$ cat src/design/swrs_pkg.sv
`timescale 1ns / 1ps
`default_nettype none
// Shared types and widths for the sliding-window regression slope core.
// No dependencies; used by the core and its bound checker.

package swrs_pkg;

	// Window length; the sum, product and counter widths follow from it (range 2..64).
	localparam int WINDOW = 5;
	localparam int LOG_N  = $clog2(WINDOW);

	localparam int SMP_W  = 16;                  // sample width
	localparam int Q_W    = 32;                  // slope width, Q16.16
	localparam int FRAC_W = 16;                  // fractional bits of the slope

	localparam int SX_W   = SMP_W + LOG_N;       // sum of samples
	localparam int SS_W   = 2 * SMP_W + LOG_N;   // sum of products
	localparam int PR_W   = 2 * SX_W;            // shared multiplier output
	localparam int ND_W   = 2 * SMP_W + 2 * LOG_N + 1; // numerator / denominator
	localparam int FILL_W = $clog2(WINDOW + 1);
	localparam int ACC_W  = $clog2(2 * WINDOW);
	localparam int CNT_W  = (ACC_W > $clog2(Q_W)) ? ACC_W : $clog2(Q_W);

	localparam logic [Q_W-1:0] SLOPE_MAX = {1'b0, {(Q_W-1){1'b1}}};
	localparam logic [Q_W-1:0] SLOPE_MIN = {1'b1, {(Q_W-1){1'b0}}};

	typedef enum logic [1:0] {
		ST_FILLING = 2'd0,
		ST_VALID   = 2'd1,
		ST_DEGEN   = 2'd2
	} status_t;

	typedef enum logic [2:0] {
		S_IDLE,
		S_ACC,
		S_MSX,
		S_MSY,
		S_CHECK,
		S_DIV,
		S_FIN
	} state_t;

	typedef struct packed {
		logic signed [SMP_W-1:0] x_sample;
		logic signed [SMP_W-1:0] y_sample;
	} sample_t;

	typedef struct packed {
		logic signed [Q_W-1:0] slope;
		status_t               status;
	} result_t;

endpackage

`default_nettype wire

$ cat src/design/sliding_window_regression_slope_core.sv
`timescale 1ns / 1ps
`default_nettype none
// Sliding-window least-squares slope core: window store, shared multiplier,
// bit-serial divider and sequencer. Depends on swrs_pkg.
//
// Usage:
//  - sample channel (sample_valid / sample_ready / sample) takes one (x, y) pair
//    per beat. result channel (result_valid / result_ready / result) returns one
//    beat per sample: slope in signed Q16.16 plus a status code.
//  - Until WINDOW pairs have arrived, status is FILLING and slope is zero; the
//    beat that completes the window already carries a computed slope.
//  - All x equal in the window: status DEGEN, slope zero.
//  - Slope is truncated toward zero and saturated at the Q16.16 limits.
// Timing:
//  - Filling beats: the sequencer goes straight from idle to the finish state,
//    which registers the result and returns to idle for the next pair.
//  - Full window: one shared signed multiplier walks the window two products
//    per pair, then forms Sx*Sx and Sx*Sy; a check state follows, then a
//    restoring divider yields one quotient bit per cycle, and the finish
//    state registers the result and returns to idle for the next pair.
//  - Degenerate or out-of-range slope skips the divider: the check state goes
//    straight to the finish state.
//  - sample_ready is high only while the sequencer is idle; one pair is in
//    work at a time.
// Stall: the result sits in an output register, so the next pair is accepted
//  while it waits. A finished slope that finds the register still full holds
//  the sequencer until result_ready frees it.
// Reset (arst_n low): sequencer idle, output empty, window count cleared.

module sliding_window_regression_slope_core (
	input  wire                     clk,
	input  wire                     arst_n,
	input  wire                     sample_valid,
	output logic                    sample_ready,
	input  wire swrs_pkg::sample_t  sample,
	output logic                    result_valid,
	input  wire                     result_ready,
	output swrs_pkg::result_t       result
);

	localparam int WINDOW = swrs_pkg::WINDOW;
	localparam int SMP_W  = swrs_pkg::SMP_W;
	localparam int SX_W   = swrs_pkg::SX_W;
	localparam int SS_W   = swrs_pkg::SS_W;
	localparam int PR_W   = swrs_pkg::PR_W;
	localparam int ND_W   = swrs_pkg::ND_W;
	localparam int Q_W    = swrs_pkg::Q_W;
	localparam int FRAC_W = swrs_pkg::FRAC_W;
	localparam int FILL_W = swrs_pkg::FILL_W;
	localparam int CNT_W  = swrs_pkg::CNT_W;

	localparam logic signed [ND_W-1:0] WIN_S = ND_W'(WINDOW);

	// Sequencer
	swrs_pkg::state_t state_q, state_d;
	logic [CNT_W-1:0] cnt_q;
	logic [FILL_W-1:0] fill_q;

	// Window store: a shift line, rotated in place while it is summed
	logic signed [SMP_W-1:0] x_win_q [WINDOW];
	logic signed [SMP_W-1:0] y_win_q [WINDOW];

	// Accumulators and intermediate terms
	logic signed [SX_W-1:0] sx_q, sy_q;
	logic signed [SS_W-1:0] sxx_q, sxy_q;
	logic signed [ND_W-1:0] num_q, den_q;

	// Divider
	logic [ND_W-1:0] rem_q;
	logic [Q_W-1:0]  quo_q;     // low dividend bits shift out, quotient bits in
	logic            neg_q;
	logic            ovf_q;
	swrs_pkg::status_t status_q;

	// Output register
	logic               result_valid_q;
	swrs_pkg::result_t  result_q;

	// Control decode
	logic                   accept;
	logic                   out_free;
	logic                   full_next;
	logic                   acc_last;
	logic                   div_last;
	logic signed [SX_W-1:0] mul_a, mul_b;
	logic signed [PR_W-1:0] prod;
	logic signed [ND_W-1:0] prod_ext;
	logic [ND_W-1:0]        mag_c;
	logic [ND_W-1:0]        mag_hi;
	logic                   den_pos;
	logic                   ovf_c;
	logic [ND_W:0]          rem_shift;
	logic [ND_W:0]          rem_diff;
	logic                   qbit;
	logic [Q_W-1:0]         slope_c;

	assign accept    = sample_valid && sample_ready;
	assign out_free  = !result_valid_q || result_ready;
	assign full_next = (fill_q >= FILL_W'(WINDOW - 1));
	assign acc_last  = (cnt_q == CNT_W'(2 * WINDOW - 1));
	assign div_last  = (cnt_q == CNT_W'(Q_W - 1));

	// Shared signed multiplier
	assign prod     = mul_a * mul_b;
	assign prod_ext = ND_W'(prod);

	// Magnitude of the numerator and early overflow test: the quotient
	// (|num| << 16) / den fits 32 bits only if (|num| >> 16) < den.
	assign mag_c   = num_q[ND_W-1] ? (~$unsigned(num_q) + 1'b1) : $unsigned(num_q);
	assign mag_hi  = mag_c >> FRAC_W;
	assign den_pos = !den_q[ND_W-1] && (den_q != '0);
	assign ovf_c   = (mag_hi >= $unsigned(den_q));

	// One restoring division step
	assign rem_shift = {rem_q, quo_q[Q_W-1]};
	assign rem_diff  = rem_shift - {1'b0, $unsigned(den_q)};
	assign qbit      = (rem_shift >= {1'b0, $unsigned(den_q)});

	// Next state
	always_comb begin
		state_d = state_q;
		case (state_q)
			swrs_pkg::S_IDLE: begin
				if (accept) begin
					state_d = full_next ? swrs_pkg::S_ACC : swrs_pkg::S_FIN;
				end
			end
			swrs_pkg::S_ACC: begin
				if (acc_last) begin
					state_d = swrs_pkg::S_MSX;
				end
			end
			swrs_pkg::S_MSX: state_d = swrs_pkg::S_MSY;
			swrs_pkg::S_MSY: state_d = swrs_pkg::S_CHECK;
			swrs_pkg::S_CHECK: begin
				if (!den_pos || ovf_c) begin
					state_d = swrs_pkg::S_FIN;
				end else begin
					state_d = swrs_pkg::S_DIV;
				end
			end
			swrs_pkg::S_DIV: begin
				if (div_last) begin
					state_d = swrs_pkg::S_FIN;
				end
			end
			swrs_pkg::S_FIN: begin
				if (out_free) begin
					state_d = swrs_pkg::S_IDLE;
				end
			end
			default: state_d = swrs_pkg::S_IDLE;
		endcase
	end

	// State-decoded controls: handshake and multiplier operands
	always_comb begin
		sample_ready = 1'b0;
		mul_a        = '0;
		mul_b        = '0;
		case (state_q)
			swrs_pkg::S_IDLE: sample_ready = 1'b1;
			swrs_pkg::S_ACC: begin
				// even step: x*x, odd step: x*y, always on the head of the window
				mul_a = SX_W'(x_win_q[0]);
				mul_b = cnt_q[0] ? SX_W'(y_win_q[0]) : SX_W'(x_win_q[0]);
			end
			swrs_pkg::S_MSX: begin
				mul_a = sx_q;
				mul_b = sx_q;
			end
			swrs_pkg::S_MSY: begin
				mul_a = sx_q;
				mul_b = sy_q;
			end
			default: begin
				sample_ready = 1'b0;
			end
		endcase
	end

	// Final slope: zero unless the status is valid, else saturate and apply sign
	always_comb begin
		if (status_q != swrs_pkg::ST_VALID) begin
			slope_c = '0;
		end else if (ovf_q) begin
			slope_c = neg_q ? swrs_pkg::SLOPE_MIN : swrs_pkg::SLOPE_MAX;
		end else if (neg_q) begin
			slope_c = quo_q[Q_W-1] ? swrs_pkg::SLOPE_MIN : (~quo_q + 1'b1);
		end else begin
			slope_c = quo_q[Q_W-1] ? swrs_pkg::SLOPE_MAX : quo_q;
		end
	end

	// Control registers
	always_ff @(posedge clk or negedge arst_n) begin
		if (!arst_n) begin
			state_q        <= swrs_pkg::S_IDLE;
			fill_q         <= '0;
			result_valid_q <= 1'b0;
		end else begin
			state_q <= state_d;
			if (accept && (fill_q != FILL_W'(WINDOW))) begin
				fill_q <= fill_q + 1'b1;
			end
			if ((state_q == swrs_pkg::S_FIN) && out_free) begin
				result_valid_q <= 1'b1;
			end else if (result_ready) begin
				result_valid_q <= 1'b0;
			end
		end
	end

	// Datapath
	always_ff @(posedge clk) begin
		case (state_q)
			swrs_pkg::S_IDLE: begin
				if (accept) begin
					for (int i = 0; i < WINDOW - 1; i++) begin
						x_win_q[i] <= x_win_q[i+1];
						y_win_q[i] <= y_win_q[i+1];
					end
					x_win_q[WINDOW-1] <= sample.x_sample;
					y_win_q[WINDOW-1] <= sample.y_sample;
					sx_q     <= '0;
					sy_q     <= '0;
					sxx_q    <= '0;
					sxy_q    <= '0;
					cnt_q    <= '0;
					ovf_q    <= 1'b0;
					status_q <= full_next ? swrs_pkg::ST_VALID : swrs_pkg::ST_FILLING;
				end
			end
			swrs_pkg::S_ACC: begin
				cnt_q <= cnt_q + 1'b1;
				if (!cnt_q[0]) begin
					sxx_q <= sxx_q + SS_W'(prod);
				end else begin
					sxy_q <= sxy_q + SS_W'(prod);
					sx_q  <= sx_q + SX_W'(x_win_q[0]);
					sy_q  <= sy_q + SX_W'(y_win_q[0]);
					// rotate one place; after WINDOW rotations the order is restored
					for (int i = 0; i < WINDOW - 1; i++) begin
						x_win_q[i] <= x_win_q[i+1];
						y_win_q[i] <= y_win_q[i+1];
					end
					x_win_q[WINDOW-1] <= x_win_q[0];
					y_win_q[WINDOW-1] <= y_win_q[0];
				end
			end
			swrs_pkg::S_MSX: begin
				den_q <= WIN_S * ND_W'(sxx_q) - prod_ext;
			end
			swrs_pkg::S_MSY: begin
				num_q <= WIN_S * ND_W'(sxy_q) - prod_ext;
			end
			swrs_pkg::S_CHECK: begin
				cnt_q <= '0;
				neg_q <= num_q[ND_W-1];
				ovf_q <= ovf_c;
				rem_q <= mag_hi;
				quo_q <= {mag_c[FRAC_W-1:0], {(Q_W-FRAC_W){1'b0}}};
				if (!den_pos) begin
					status_q <= swrs_pkg::ST_DEGEN;
				end
			end
			swrs_pkg::S_DIV: begin
				cnt_q <= cnt_q + 1'b1;
				rem_q <= qbit ? rem_diff[ND_W-1:0] : rem_shift[ND_W-1:0];
				quo_q <= {quo_q[Q_W-2:0], qbit};
			end
			swrs_pkg::S_FIN: begin
				if (out_free) begin
					result_q.slope  <= $signed(slope_c);
					result_q.status <= status_q;
				end
			end
			default: begin
				cnt_q <= '0;
			end
		endcase
	end

	assign result_valid = result_valid_q;
	assign result       = result_q;

endmodule

`default_nettype wire

$ cat config.mk
export PLATFORM = sky130hd
export DESIGN_NAME = sliding_window_regression_slope_core
export DESIGN_NICKNAME = d
export VERILOG_FILES = /design/src/design/swrs_pkg.sv /design/src/design/sliding_window_regression_slope_core.sv
export SDC_FILE = /design/constraint.sdc
export NUM_CORES = 2
export LEC_CHECK = 0
export BUFFER_PORTS_ARGS = -buffer_cell sky130_fd_sc_hd__buf_2
export CAP_MARGIN = 20
export CORE_AREA = 5 5 351 353
export DETAILED_ROUTE_END_ITERATION = 7
export DIE_AREA = 0 0 356 358
export PLACE_DENSITY_LB_ADDON = 0.08
export SLEW_MARGIN = 25
export SYNTH_ARGS = -nofsm -noshare
export SYNTH_HDL_FRONTEND = slang
export SYNTH_SLANG_ARGS = --single-unit
$ cat constraint.sdc
create_clock -name clk -period 17.35 [get_ports clk]
set_input_delay 0.8675 -clock clk [delete_from_list [all_inputs] [get_ports clk]]
set_output_delay 0.8675 -clock clk [all_outputs]
set_load 0.01 [all_outputs]
==> results_dict.tcl <==
set metrics [dict create \
    cts_num_sinks 467 \
    synth-seq-area-share_pct 29.50 \
    fin_crit_ns 12.84 \
    endpoint_kind "flop" \
    async_flop_share_pct 1.499 \
    viasPerCell 5.163 \
    root_buffer "clkbuf_16" \
    maxSlewHeadroom_pct 25.12 \
    syn_inst 4880 \
    syn_nets 5849 \
    die_area_um2 127400 \
    yosysUniqueCellTypes 78 \
    rows 127 \
    setup_violations 0 \
    cts_tree "done" \
    rr_worst_depth 46 \
    initial_core_util_pct 39.68 \
    die_width_um 356 \
    yosysTopAreaCellShare_pct 29.13 \
    area_growth_pct 9.159 \
    grt_pass1_vias 35500 \
    cts_inserted_buffers 59 \
    fillers 11770 \
    cp.arrival_ns 13.26 \
    postCtsHoldBufs 0 \
    synth_compound_gate_area_share_pct 11.48 \
    synth-main-ff-cell "edfxtp_1" \
    place_congestion 0.9789 \
    grt_setup_unrepaired "no" \
    route.detailed.drc 0 \
    htree_num_levels 2 \
    die_h_um 358 \
    seqCellArea_um2 13990 \
    yosysTopAreaCell "edfxtp_1" \
    route.detailed.wl_per_inst_um 20.01 \
    cp_max_fo 33 \
    grt_max_degree 79 \
    cp-start-kind "flop" \
    tns_ns 0 \
    drive_gt1_share_pct 5.939 \
    syn-cell-area_um2 47420 \
    synthTopCellsByArea "edfxtp_1, fa_1, ha_1" \
    drv_cap 0 \
    clock_path_buffers 3 \
    finClkSkew_ns 0.05291 \
    num_vias 34060 \
    worstMarginPinSlew_ns 1.123 \
    port_buffers 71 \
    status "complete, no violations" \
    slowest_stage "nand2_1" \
    cts_resized 0 \
    max_freq_ghz 0.07788 \
    synth_mux_area_share_pct 2.114 \
    drv_slew 0 \
    core_um2 119500 \
    hold_class "input pin to asynchronous set/reset pin" \
    antenna_cells 0 \
    ys_warn_count 0 \
    finalHoldViolations 0 \
    syn_avg_cell_area_um2 9.717 \
    drt_wl_total_mm 132.0 \
    grt_overflow 0 \
    max_stage_delay_ns 0.58 \
    num_io_pins 72 \
    synth-xor-area-share_pct 5.153 \
    insertion_delay_ns 0.68 \
    crit_required_ns 17.77 \
    grt_pass1_wl_mm 206.0 \
    drtIter0Drc 2002 \
    synth_top_family_by_area "adder cells" \
    grt_usage_pct 20.81 \
    dr.pass1.iters 5 \
    ant_nets 0 \
    synth_edf_count 460 \
    synthAdderAreaFrac_pct 31.73 \
    ys_ff_latch 467 \
    min_period_over_period_pct 74.01 \
    worstSetupPathType "flop to flop" \
    hpwl_mm 107.6 \
    post-cts-setup-buffer-count 0 \
    clkTransAtPathRegs_ns 0.06 \
    antenna_found_initial 2 \
    synth-simple-area-share_pct 12.28 \
    multi_input_area_um2 29860 \
    nets 5904 \
]
worst paths after layout:
kind                                  end  slack (ns)            from
max                             den_q[37]        4.51      state_q[0]
min                            state_q[1]         0.1          arst_n
min reg2reg                x_win_q[0][29]        0.38  x_win_q[0][45]
max reg2reg                     den_q[37]        4.51      state_q[0]
max in group asynchronous    result_valid       16.97          arst_n
min in group clk           x_win_q[0][29]        0.38  x_win_q[0][45]
Yosys cell counts (46+ instances only):
| cell | n |
|---|---|
| nor2b_1 | 47 |
| mux2i_1 | 63 |
| nand2b_1 | 60 |
| nor3_1 | 64 |
| fa_1 | 448 |
| edfxtp_1 | 460 |
| and3_1 | 46 |
| inv_1 | 845 |
| o21ai_0 | 173 |
| nand3_1 | 53 |
| ha_1 | 485 |
| xnor2_1 | 178 |
| xor2_1 | 101 |
| nand2_1 | 369 |
| nor2_1 | 516 |
| a21oi_1 | 213 |
| a21o_1 | 118 |
| clkbuf_1 | 121 |
logic make-up after synthesis:
| group | count (synthesis) |
|---|---|
| muxes | 96 |
| AOI/OAI and AO/OA | 836 |
| xor gates and xnor gates | 279 |
| adders and majority gates | 934 |
| buffers and inverters | 977 |
| and+or+nand+nor | 1291 |
| DFF | 467 |
final cells by class:
| cell class | instances | area share, % |
|---|---|---|
| Timing Repair Buffer | 126 | 1.479 |
| Multi-Input combinational cell | 3436 | 57.69 |
| Inverter | 845 | 6.128 |
| Sequential cell | 467 | 27.03 |
| Clock inverter | 41 | 0.8098 |
| Clock buffer | 69 | 2.966 |
| Tap cell | 1612 | 3.897 |
layer usage:
metal	wire length (um)	vias up	share of wire, %	GRT usage, %
li1	-	16480	-	-
met4	5641	0	4.3	7.958
met5	0	-	0	0
met3	4894	204	3.7	2.268
met1	57490	16720	44	26.61
met2	63960	656	48	36.40
through the flow:
stage / cells / setup WS [ns] / hold slack [ns] / util [%] / area, um^2
2_1_floorplan: 4880 / 4.071 / 0.4003 / - / 47420
6_report: 6596 / 4.510 / 0.09720 / 43.32 / 51760
3_5_place_dp: 6486 / 4.201 / 0.4045 / 41.67 / 49790
3_3_place_gp: 6485 / 4.428 / 0.4001 / 41.66 / 49780
5_1_grt: 6596 / 3.818 / 0.06829 / 43.32 / 51760
4_1_cts: 6596 / 4.178 / 0.05366 / 43.30 / 51740
critical path: cells and delay by family (launching register included):
kind / cells / cell delay, ns
buffers and inverters: 9 / 1.09
adder cells (fa/ha/maj): 12 / 5.12
AO/OA/AOI/OAI: 17 / 3.95
XOR/XNOR: 2 / 0.49
flip-flops: 1 / 0.34
AND/OR/NAND/NOR: 6 / 1.58
flip-flops by register name, indices dropped and copies added, names as in the netlist:
signal and flops:
cnt_q 5, den_q 39, fill_q 3, neg_q 1
num_q 39, ovf_q 1, quo_q 32, rem_q 39
result 34, result_valid 1, state_q 3, status_q 2
sx_q 19, sxx_q 35, sxy_q 35, sy_q 19
x_win_q 80, y_win_q 80
layout by cell type, fill, tap and decap left out, types with 17 or more instances in the layout:
cell type  Yosys  routed
nor2b_1       47      45
nand3_1       53      53
o22ai_1       19      19
nor2_1       516     515
o22a_1        25      25
mux2i_1       63      63
a22o_1        17      17
o21ai_0      173     172
xor2_1       101     101
nand2_1      369     368
mux2_2        33      33
a211oi_1      42      42
buf_2          1      72
o21a_1        31      31
xnor2_1      178     177
edfxtp_1     460     460
nor3_1        64      63
and3_1        46      44
a21oi_1      213     213
o21bai_1      23      23
inv_1        845     845
fa_1         448     448
nand2b_1      60      54
a21o_1       118     118
ha_1         485     485
buf_4          0      54
clkbuf_16      0      60
a31oi_1       26      26
o31ai_1       27      26
or3_1         33      33
nand4_1       20      20
Power is not shown: default switching activity piles up to over one toggle a cycle in this logic, so the estimate is an artifact.
